$ cat src/endpoint_id_allocator_defines.svh
// assertion macros used by the endpoint allocator module
`ifndef ENDPOINT_ID_ALLOCATOR_DEFINES_SVH
`define ENDPOINT_ID_ALLOCATOR_DEFINES_SVH

// condition must hold on every clock outside reset
`define EPA_ASSERT_ALWAYS(label, clk, rst, cond, msg) \
   label: assert property (@(posedge clk) disable iff (rst) (cond)) else $error(msg);

// antecedent implies consequent in the same cycle
`define EPA_ASSERT_IMPLIES(label, clk, rst, ante, cons, msg) \
   label: assert property (@(posedge clk) disable iff (rst) (ante) |-> (cons)) \
      else $error(msg);

// antecedent implies consequent in the next cycle
`define EPA_ASSERT_NEXT(label, clk, rst, ante, cons, msg) \
   label: assert property (@(posedge clk) disable iff (rst) (ante) |=> (cons)) \
      else $error(msg);

`endif

$ cat src/epa_pkg.sv
// shared widths, codes and defaults of the endpoint allocator
package epa_pkg;

   localparam int EP_WIDTH        = 6;
   localparam int STATUS_WIDTH    = 2;
   localparam int ENTRIES_DEFAULT = 64;

   // command codes of a request beat
   localparam logic CMD_ALLOC   = 1'b0;
   localparam logic CMD_RELEASE = 1'b1;

   // result status codes
   typedef enum logic [STATUS_WIDTH-1:0] {
      ST_OK     = 2'd0,
      ST_BAD_EP = 2'd1,
      ST_NO_EP  = 2'd2
   } status_type;

endpackage

$ cat src/epa_channels.sv
// valid/ready channels for request and response beats

interface epa_req_if;
   logic                         valid;
   logic                         ready;
   logic                         cmd;
   logic [epa_pkg::EP_WIDTH-1:0] endpoint;
   logic                         is_line;

   modport source (output valid, cmd, endpoint, is_line, input ready);
   modport sink   (input valid, cmd, endpoint, is_line, output ready);
endinterface

interface epa_rsp_if;
   logic                             valid;
   logic                             ready;
   logic [epa_pkg::STATUS_WIDTH-1:0] status;
   logic [epa_pkg::EP_WIDTH-1:0]     endpoint_out;

   modport source (output valid, status, endpoint_out, input ready);
   modport sink   (input valid, status, endpoint_out, output ready);
endinterface

$ cat src/endpoint_id_allocator.sv
// endpoint allocator: doubly linked free and line lists over link memories
// steps: a request is read and checked; a rejected one goes on to the done step, a plain
// allocate through unlink, a plain release through link and tail, and a line allocate or
// release through unlink, link and tail; a new request is taken only in the idle step,
// also while a response waits. reset: synchronous; a clearing pass over every entry then
// initializes the link memories and no request is taken until it ends
`include "endpoint_id_allocator_defines.svh"

module endpoint_id_allocator #(
   parameter int ENTRIES = epa_pkg::ENTRIES_DEFAULT
) (
   input logic        clock,
   input logic        reset,
   epa_req_if.sink    req_ch,
   epa_rsp_if.source  rsp_ch
);

   localparam int EW      = epa_pkg::EP_WIDTH;
   localparam int LW      = $clog2(ENTRIES);
   localparam int EP_SPAN = 2 ** EW;
   localparam logic [LW-1:0] LAST = LW'(ENTRIES - 1);
   localparam logic          EP_CAN_EXCEED = (ENTRIES < EP_SPAN);
   localparam logic [EW-1:0] EP_LIMIT = EW'((ENTRIES < EP_SPAN) ? ENTRIES : 0);

   typedef enum logic [7:0] {
      S_CLEAR  = 8'b0000_0001,
      S_IDLE   = 8'b0000_0010,
      S_READ   = 8'b0000_0100,
      S_CHECK  = 8'b0000_1000,
      S_UNLINK = 8'b0001_0000,
      S_LINK   = 8'b0010_0000,
      S_TAIL   = 8'b0100_0000,
      S_DONE   = 8'b1000_0000
   } state_type;

   state_type state_ff, state_in;

   // link and flag memories, flags are {in_use, line_mark}
   logic [LW-1:0] next_mem [ENTRIES];
   logic [LW-1:0] prev_mem [ENTRIES];
   logic [1:0]    flag_mem [ENTRIES];

   logic          nxt_we, prv_we, flg_we;
   logic [LW-1:0] nxt_wa, nxt_wd, prv_wa, prv_wd, flg_wa;
   logic [1:0]    flg_wd;
   logic [LW-1:0] nxt_ra, ep_addr;
   logic [LW-1:0] next_rd_ff, prev_rd_ff;
   logic [1:0]    flag_rd_ff;

   logic [LW-1:0] clr_ff, clr_in;
   logic [LW-1:0] free_head_ff, free_head_in, free_tail_ff, free_tail_in;
   logic [LW-1:0] line_head_ff, line_head_in, line_tail_ff, line_tail_in;

   // captured request and working links
   logic          cmd_ff, line_ff;
   logic [EW-1:0] ep_ff;
   logic [LW-1:0] tgt_ff, tgt_in, p_ff, p_in, n_ff, n_in;

   // result held until the output register is free
   epa_pkg::status_type status_ff, status_in, rsp_status_ff;
   logic [EW-1:0]       res_ep_ff, res_ep_in, rsp_ep_ff;
   logic                rsp_valid_ff, rsp_valid_in;

   logic          req_beat, load_rsp, in_range, is_any;
   logic [LW-1:0] tgt_sel;
   logic [EW+LW-1:0] ep_wide, tgt_wide, lhead_wide;

   assign req_ch.ready = (state_ff == S_IDLE);
   assign req_beat     = req_ch.valid && req_ch.ready;

   assign ep_wide  = {{LW{1'b0}}, ep_ff};
   assign ep_addr  = ep_wide[LW-1:0];
   assign in_range = !(EP_CAN_EXCEED && (ep_ff >= EP_LIMIT));
   assign is_any   = (ep_ff == '0);
   assign tgt_sel  = is_any ? free_head_ff : ep_addr;
   assign tgt_wide   = {{EW{1'b0}}, tgt_sel};
   assign lhead_wide = {{EW{1'b0}}, line_head_ff};

   assign nxt_ra = (cmd_ff == epa_pkg::CMD_ALLOC && is_any) ? free_head_ff : ep_addr;

   assign load_rsp = (state_ff == S_DONE) && (!rsp_valid_ff || rsp_ch.ready);

   // sequencer and memory write ports
   always_comb begin
      state_in     = state_ff;
      clr_in       = clr_ff;
      free_head_in = free_head_ff;
      free_tail_in = free_tail_ff;
      line_head_in = line_head_ff;
      line_tail_in = line_tail_ff;
      tgt_in       = tgt_ff;
      p_in         = p_ff;
      n_in         = n_ff;
      status_in    = status_ff;
      res_ep_in    = res_ep_ff;
      nxt_we = 1'b0;  nxt_wa = tgt_ff;  nxt_wd = '0;
      prv_we = 1'b0;  prv_wa = tgt_ff;  prv_wd = '0;
      flg_we = 1'b0;  flg_wa = tgt_ff;  flg_wd = '0;
      case (state_ff)
         S_CLEAR: begin
            nxt_we = 1'b1;  nxt_wa = clr_ff;
            prv_we = 1'b1;  prv_wa = clr_ff;
            flg_we = 1'b1;  flg_wa = clr_ff;
            nxt_wd = (clr_ff == '0 || clr_ff == LAST) ? '0 : clr_ff + LW'(1);
            prv_wd = (clr_ff == '0) ? '0 : clr_ff - LW'(1);
            clr_in = clr_ff + LW'(1);
            if (clr_ff == LAST) begin
               state_in = S_IDLE;
            end
         end
         S_IDLE: begin
            if (req_beat) begin
               state_in = S_READ;
            end
         end
         S_READ: begin
            state_in = S_CHECK;
         end
         S_CHECK: begin
            res_ep_in = ep_ff;
            if (cmd_ff == epa_pkg::CMD_ALLOC) begin
               if (!in_range || flag_rd_ff[1]) begin
                  status_in = epa_pkg::ST_BAD_EP;
                  state_in  = S_DONE;
               end else if (free_head_ff == '0) begin
                  status_in = epa_pkg::ST_NO_EP;
                  res_ep_in = lhead_wide[EW-1:0];
                  state_in  = S_DONE;
               end else begin
                  status_in = epa_pkg::ST_OK;
                  res_ep_in = tgt_wide[EW-1:0];
                  tgt_in    = tgt_sel;
                  p_in      = is_any ? '0 : prev_rd_ff;
                  n_in      = next_rd_ff;
                  state_in  = S_UNLINK;
               end
            end else begin
               if (is_any || !in_range || !flag_rd_ff[1]) begin
                  status_in = epa_pkg::ST_BAD_EP;
                  state_in  = S_DONE;
               end else begin
                  status_in = epa_pkg::ST_OK;
                  tgt_in    = ep_addr;
                  p_in      = prev_rd_ff;
                  n_in      = next_rd_ff;
                  state_in  = flag_rd_ff[0] ? S_UNLINK : S_LINK;
               end
            end
         end
         S_UNLINK: begin
            // bypass the entry: predecessor to successor and back
            if (p_ff == '0) begin
               if (cmd_ff == epa_pkg::CMD_ALLOC) free_head_in = n_ff;
               else                               line_head_in = n_ff;
            end else begin
               nxt_we = 1'b1;  nxt_wa = p_ff;  nxt_wd = n_ff;
            end
            if (n_ff == '0) begin
               if (cmd_ff == epa_pkg::CMD_ALLOC) free_tail_in = p_ff;
               else                               line_tail_in = p_ff;
            end else begin
               prv_we = 1'b1;  prv_wa = n_ff;  prv_wd = p_ff;
            end
            if (cmd_ff == epa_pkg::CMD_ALLOC) begin
               flg_we   = 1'b1;
               flg_wd   = {1'b1, line_ff};
               state_in = line_ff ? S_LINK : S_DONE;
            end else begin
               state_in = S_LINK;
            end
         end
         S_LINK: begin
            if (cmd_ff == epa_pkg::CMD_ALLOC) begin
               // append to the line list
               if (line_tail_ff == '0) begin
                  line_head_in = tgt_ff;
               end else begin
                  nxt_we = 1'b1;  nxt_wa = line_tail_ff;  nxt_wd = tgt_ff;
               end
               prv_we       = 1'b1;
               prv_wd       = line_tail_ff;
               line_tail_in = tgt_ff;
            end else begin
               // entry becomes the new free tail
               nxt_we = 1'b1;
               prv_we = 1'b1;
               prv_wd = free_tail_ff;
               flg_we = 1'b1;
            end
            state_in = S_TAIL;
         end
         S_TAIL: begin
            if (cmd_ff == epa_pkg::CMD_ALLOC) begin
               nxt_we = 1'b1;
            end else begin
               if (free_tail_ff == '0) begin
                  free_head_in = tgt_ff;
               end else begin
                  nxt_we = 1'b1;  nxt_wa = free_tail_ff;  nxt_wd = tgt_ff;
               end
               free_tail_in = tgt_ff;
            end
            state_in = S_DONE;
         end
         S_DONE: begin
            if (load_rsp) begin
               state_in = S_IDLE;
            end
         end
         default: begin
            state_in = S_IDLE;
         end
      endcase
   end

   // response valid: set on load, cleared when the beat is taken
   always_comb begin
      rsp_valid_in = rsp_valid_ff;
      if (load_rsp) begin
         rsp_valid_in = 1'b1;
      end else if (rsp_valid_ff && rsp_ch.ready) begin
         rsp_valid_in = 1'b0;
      end
   end

   // control state
   always_ff @(posedge clock) begin
      if (reset) begin
         state_ff     <= S_CLEAR;
         clr_ff       <= '0;
         free_head_ff <= LW'(1);
         free_tail_ff <= LAST;
         line_head_ff <= '0;
         line_tail_ff <= '0;
         rsp_valid_ff <= 1'b0;
      end else begin
         state_ff     <= state_in;
         clr_ff       <= clr_in;
         free_head_ff <= free_head_in;
         free_tail_ff <= free_tail_in;
         line_head_ff <= line_head_in;
         line_tail_ff <= line_tail_in;
         rsp_valid_ff <= rsp_valid_in;
      end
   end

   // payload registers
   always_ff @(posedge clock) begin
      if (req_beat) begin
         cmd_ff  <= req_ch.cmd;
         ep_ff   <= req_ch.endpoint;
         line_ff <= req_ch.is_line;
      end
      tgt_ff    <= tgt_in;
      p_ff      <= p_in;
      n_ff      <= n_in;
      status_ff <= status_in;
      res_ep_ff <= res_ep_in;
      if (load_rsp) begin
         rsp_status_ff <= status_ff;
         rsp_ep_ff     <= res_ep_ff;
      end
   end

   // link memories with registered reads
   always_ff @(posedge clock) begin
      if (nxt_we) begin
         next_mem[nxt_wa] <= nxt_wd;
      end
      next_rd_ff <= next_mem[nxt_ra];
   end

   always_ff @(posedge clock) begin
      if (prv_we) begin
         prev_mem[prv_wa] <= prv_wd;
      end
      prev_rd_ff <= prev_mem[ep_addr];
   end

   always_ff @(posedge clock) begin
      if (flg_we) begin
         flag_mem[flg_wa] <= flg_wd;
      end
      flag_rd_ff <= flag_mem[ep_addr];
   end

   assign rsp_ch.valid        = rsp_valid_ff;
   assign rsp_ch.status       = rsp_status_ff;
   assign rsp_ch.endpoint_out = rsp_ep_ff;

   // checks
   `EPA_ASSERT_NEXT(a_accept_reads, clock, reset, req_beat, state_ff == S_READ,
      "accepted beat did not start a lookup")
   `EPA_ASSERT_IMPLIES(a_rsp_from_done, clock, reset, $rose(rsp_valid_ff),
      $past(state_ff) == S_DONE, "response raised outside done step")
   `EPA_ASSERT_ALWAYS(a_free_ends, clock, reset,
      (free_head_ff == '0) == (free_tail_ff == '0), "free list head and tail disagree on empty")
   `EPA_ASSERT_ALWAYS(a_line_ends, clock, reset,
      (line_head_ff == '0) == (line_tail_ff == '0), "line list head and tail disagree on empty")

endmodule

$ cat src/flat_wrapper.sv
// flat-port wrapper written by rule: the top's interface ports become plain ports
module endpoint_id_allocator_flat 
#(
   parameter int ENTRIES = epa_pkg::ENTRIES_DEFAULT
)
  (clock, reset, req_ch_valid, req_ch_cmd, req_ch_endpoint, req_ch_is_line, req_ch_ready, rsp_ch_valid, rsp_ch_status, rsp_ch_endpoint_out, rsp_ch_ready);
  epa_req_if req_ch_i ();
  epa_rsp_if rsp_ch_i ();
  input logic clock;
  input logic reset;
  input wire logic [$bits(req_ch_i.valid)-1:0] req_ch_valid;
  input wire logic [$bits(req_ch_i.cmd)-1:0] req_ch_cmd;
  input wire logic [$bits(req_ch_i.endpoint)-1:0] req_ch_endpoint;
  input wire logic [$bits(req_ch_i.is_line)-1:0] req_ch_is_line;
  output wire logic [$bits(req_ch_i.ready)-1:0] req_ch_ready;
  output wire logic [$bits(rsp_ch_i.valid)-1:0] rsp_ch_valid;
  output wire logic [$bits(rsp_ch_i.status)-1:0] rsp_ch_status;
  output wire logic [$bits(rsp_ch_i.endpoint_out)-1:0] rsp_ch_endpoint_out;
  input wire logic [$bits(rsp_ch_i.ready)-1:0] rsp_ch_ready;
  assign req_ch_i.valid = req_ch_valid;
  assign req_ch_i.cmd = req_ch_cmd;
  assign req_ch_i.endpoint = req_ch_endpoint;
  assign req_ch_i.is_line = req_ch_is_line;
  assign req_ch_ready = req_ch_i.ready;
  assign rsp_ch_valid = rsp_ch_i.valid;
  assign rsp_ch_status = rsp_ch_i.status;
  assign rsp_ch_endpoint_out = rsp_ch_i.endpoint_out;
  assign rsp_ch_i.ready = rsp_ch_ready;
  endpoint_id_allocator #(.ENTRIES(ENTRIES)) u_core (.clock(clock), .reset(reset), .req_ch(req_ch_i), .rsp_ch(rsp_ch_i));
endmodule
$ cat config.mk
export PLATFORM = sky130hd
export DESIGN_NAME = endpoint_id_allocator_flat
export DESIGN_NICKNAME = d
export VERILOG_FILES = /design/src/epa_pkg.sv /design/src/epa_channels.sv /design/src/endpoint_id_allocator.sv /design/src/flat_wrapper.sv
export VERILOG_INCLUDE_DIRS = /design/src /design/src/src
export SDC_FILE = /design/constraint.sdc
export NUM_CORES = 1
export LEC_CHECK = 0
export BUFFER_PORTS_ARGS = -buffer_cell sky130_fd_sc_hd__clkbuf_2
export CAP_MARGIN = 10
export CORE_AREA = 2 2 343 345
export DETAILED_ROUTE_END_ITERATION = 16
export DIE_AREA = 0 0 345 347
export GPL_TIMING_DRIVEN = 1
export PLACE_DENSITY = 0.5
export SETUP_SLACK_MARGIN = 0.15
export SYNTH_ARGS = -nofsm -noshare
export SYNTH_HDL_FRONTEND = slang
export SYNTH_SLANG_ARGS = --single-unit
$ cat constraint.sdc
create_clock -name clock -period 8.96 [get_ports clock]
set_input_delay 1.792 -clock clock [delete_from_list [all_inputs] [get_ports clock]]
set_output_delay 1.792 -clock clock [all_outputs]
set_load 0.01 [all_outputs]
==> flow_metrics.py <==
metrics = {
    "outcome": {
        "outcome": "complete, no violations",
    },
    "synth": {
        "synth-main-ff-cell": "edfxtp_1",
        "yosys_warnings": 0,
        "avgSynthCellArea_sq_um": 16.7,
        "most_frequent_cell_after_synthesis": "edfxtp_1",
        "synth_top_cells_by_count": "edfxtp_1 (938), nor2_1 (262), nand2_1 (215)",
        "postSynth.asyncResetShare": 0,
        "postSynthRegisterBits": 991,
        "fraction_of_post_synthesis_cell_area_in_the_top_cell_type_by_area": 0.697,
        "postSynthNetCount": 2437,
        "synth.yosys.seq_area_share": 0.723,
        "number_of_synthesized_flops_with_an_enable_pin": 938,
        "synthTopCellsByArea": "edfxtp_1 (70%), mux4_2 (9.4%), mux2i_1 (5.0%), dfxtp_1 (2.6%), nor2_1 (2.4%)",
        "mappedNetlistArea_sq_mm": 0.0404,
        "netlist-cell-type-count": 78,
        "cell_type_with_the_highest_aggregate_area_in_the_netlist": "edfxtp_1",
        "synth_cells": 2422,
    },
    "critical_path": {
        "endpoint": "u_core.prev_mem[27][1]",
        "crit_cells": 6,
        "cp_top_family": "simple AND/OR/NAND/NOR gates",
        "worstPathBufferInverterCount": 0,
        "path_cells": "or4_1, nor3_2, a21oi_1, a221oi_1, nand3_1, nor2_1",
        "r2r_start": "u_core.state_ff[7]",
        "worst-setup-path-type": "register to register",
        "worst-endpoint-required_ns": 9.26,
        "cp-start-kind": "register",
        "worst-endpoint-arrival_ns": 4.88,
        "crit_fanout": 12,
        "regToRegSetupSlack_ns": 4.38,
        "critical-path-slowest-cell": "a221oi_1",
        "worstRegToRegCells": 6,
        "worst_r2r_endpoint": "u_core.prev_mem[27][1]",
        "crit_start": "u_core.state_ff[7]",
        "end_kind": "register",
        "worst_path_largest_cell_delay_ns": 0.84,
    },
    "clock_tree": {
        "insertion_delay_ns": 0.68,
        "cts_tree": "yes",
        "clock_tree.buffer_depth": 3,
        "number_of_sinks_driven_by_the_clock_tree": 991,
        "cts.htree.levels": 3,
        "numCtsBuffers": 100,
        "post_cts_resized": 0,
        "clkTransAtPathRegs_ns": 0.06,
        "post_cts_hold_buffer_count": 0,
        "number_of_setup_buffers_added_after_cts": 0,
        "clockRootBuffer": "clkbuf_16",
    },
    "timing": {
        "fmax_mhz": 218,
        "finalMaxSlewViolations": 0,
        "post-route-min-period_ns": 4.58,
        "period_utilisation_layout": 0.512,
        "timing_hold_violations_final": 0,
        "worst_slew_margin_rel": 0.131,
        "postLayoutSetupSlackWorst_ns": 4.38,
        "setup_viol_count_final": 0,
        "grt_setup_unrepaired": "false",
        "worst-slew-pin-transition_ns": 1.29,
        "final.setup_skew_ns": 0.0343,
        "setup-tns-final_ns": 0,
    },
    "detailed_routing": {
        "residual_antenna_violating_net_count_after_detailed_routing": 0,
        "postRouteWirelength_microns": 100000,
        "vias_per_cell": 5.38,
        "remaining_drc_errors": 0,
        "drtPass1Iterations": 5,
        "drtIter0Drc": 2059,
        "routedWlPerCell_microns": 24.8,
        "dr_total_vias": 21764,
    },
    "floorplanning": {
        "start_util": 0.349,
        "floorplan.rows": 125,
        "die_height_microns": 347,
        "boundaryPins": 22,
        "core_area_sq_mm": 0.116,
        "floorplan.die.width_microns": 345,
        "floorplan.die_area_sq_mm": 0.120,
    },
    "global_routing": {
        "largest_net_degree_at_the_start_of_global_routing": 133,
        "grt_first_pass_wirelength_microns": 150000,
        "gr-total-overflow": 0,
        "gr-usage-all-layers": 0.167,
        "grt_pass1_vias": 22187,
        "antenna_found_initial": 1,
    },
    "finish": {
        "number_of_antenna_repair_diodes": 0,
        "post-route-util": 0.394,
        "ratio_of_cells_with_drive_above_1_in_the_final_layout": 0.165,
        "area.sequential_sq_mm": 0.0292,
        "flow.area_growth_from_synthesis_pct": 12.9,
        "instances_no_fill": 4047,
        "finalNetCount": 2454,
        "nFillCells": 10464,
        "multi_input_area_sq_mm": 0.0107,
        "finalInstanceArea_sq_mm": 0.0456,
    },
    "placement": {
        "io_buffers": 21,
        "detailedPlacementHpwl_microns": 61900,
        "numPlacedInstances": 3861,
        "place_worst_setup_slack_ns": 4.30,
        "detailed_place.area_sq_mm": 0.0423,
        "place_congestion": 0.877,
    },
    "power": {
        "ir_worst_vdd_uv": 251,
        "power_density_mw_per_mm2": 267,
        "p_leak_nw": 14.4,
    },
    "job": {
        "cap_violations": 0,
    },
    "worst_hold_path": {
        "holdCritPathClass": "register to register",
        "holdCritStartpoint": "u_core.res_ep_ff[2]",
    },
}
==> through the flow <==
step	hold slack, ns	total power, mW
after CTS	0.418	12.3
after global placement	0.419	8.09
after detailed placement	0.405	8.12
after floorplan	0.386	7.16
final	0.417	12.2
after global routing	0.451	12.7
==> final cells by class <==
cell class                 count  share of cell area
timing repair buffer          55             0.00861
clock inverter                69              0.0160
multi-input combinational   1276               0.235
clock buffer                 117              0.0574
inverter                      15             0.00123
sequential                   991               0.640
tap                         1524              0.0418
==> logic make-up (layout without fill, tap and decap cells) <==
family | Yosys count | after routing | synth area share
DFF | 991 | 991 | 0.723
and+or+nand+nor | 667 | 667 | 0.0735
muxes | 371 | 371 | 0.144
AOI/OAI and AO/OA | 222 | 222 | 0.0405
buffers and inverters | 155 | 256 | 0.0157
xor gates and xnor gates | 13 | 13 | 0.00282
adders and majority gates | 3 | 3 | 0.000928
==> metal layers <==
layer	up-vias	GRT usage	routed length [microns]
li1	9586	-	-
met1	11326	0.237	45100
met2	689	0.269	47800
met3	163	0.0219	5110
met4	0	0.0460	2400
met5	-	0	0
==> power breakdown <==
| part | switching (mW) | leakage, nW | total, mW | internal, mW |
|---|---|---|---|---|
| clock | 1.80 | 1.58 | 4.21 | 2.40 |
| combinational | 1.61 | 4.22 | 2.06 | 0.452 |
| sequential | 0.103 | 8.57 | 5.92 | 5.82 |
==> flip-flops by register name, indices dropped and copies added, names as in the netlist, 6 cells and up <==
| name | cells |
|---|---|
| u_core.next_mem | 384 |
| u_core.ep_addr | 6 |
| u_core.next_rd_ff | 6 |
| u_core.rsp_ch.endpoint_out | 6 |
| u_core.p_ff | 6 |
| u_core.line_tail_ff | 6 |
| u_core.prev_rd_ff | 6 |
| u_core.free_tail_ff | 6 |
| u_core.clr_ff | 6 |
| u_core.prev_mem | 384 |
| u_core.state_ff | 8 |
| u_core.tgt_ff | 6 |
| u_core.res_ep_ff | 6 |
| u_core.line_head_ff | 6 |
| u_core.flag_mem | 128 |
| u_core.n_ff | 6 |
| u_core.free_head_ff | 6 |
==> worst min path at each step <==
stage                                         end  slack (ns)  cells after the start
CTS                 u_core.rsp_ch.endpoint_out[2]        0.42                      0
global route        u_core.rsp_ch.endpoint_out[5]        0.45                      0
finish              u_core.rsp_ch.endpoint_out[2]        0.42                      0
floorplan                          u_core.n_ff[0]        0.39                      0
global placement    u_core.rsp_ch.endpoint_out[0]        0.42                      0
detailed placement  u_core.rsp_ch.endpoint_out[2]        0.40                      0
==> layout by cell type (no fill, tap or decap), types with 13 or more instances in the layout <==
cell type / instances
a21oi_1: 64
a22oi_1: 24
a32oi_1: 21
buf_4: 32
clkbuf_1: 14
clkbuf_16: 102
clkbuf_2: 21
clkinv_1: 20
clkinvlp_4: 13
dfxtp_1: 53
edfxtp_1: 938
inv_1: 13
mux2i_1: 203
mux4_2: 168
nand2_1: 215
nand3_1: 84
nor2_1: 262
o21ai_0: 13
Power figures use the tool's default switching activity.
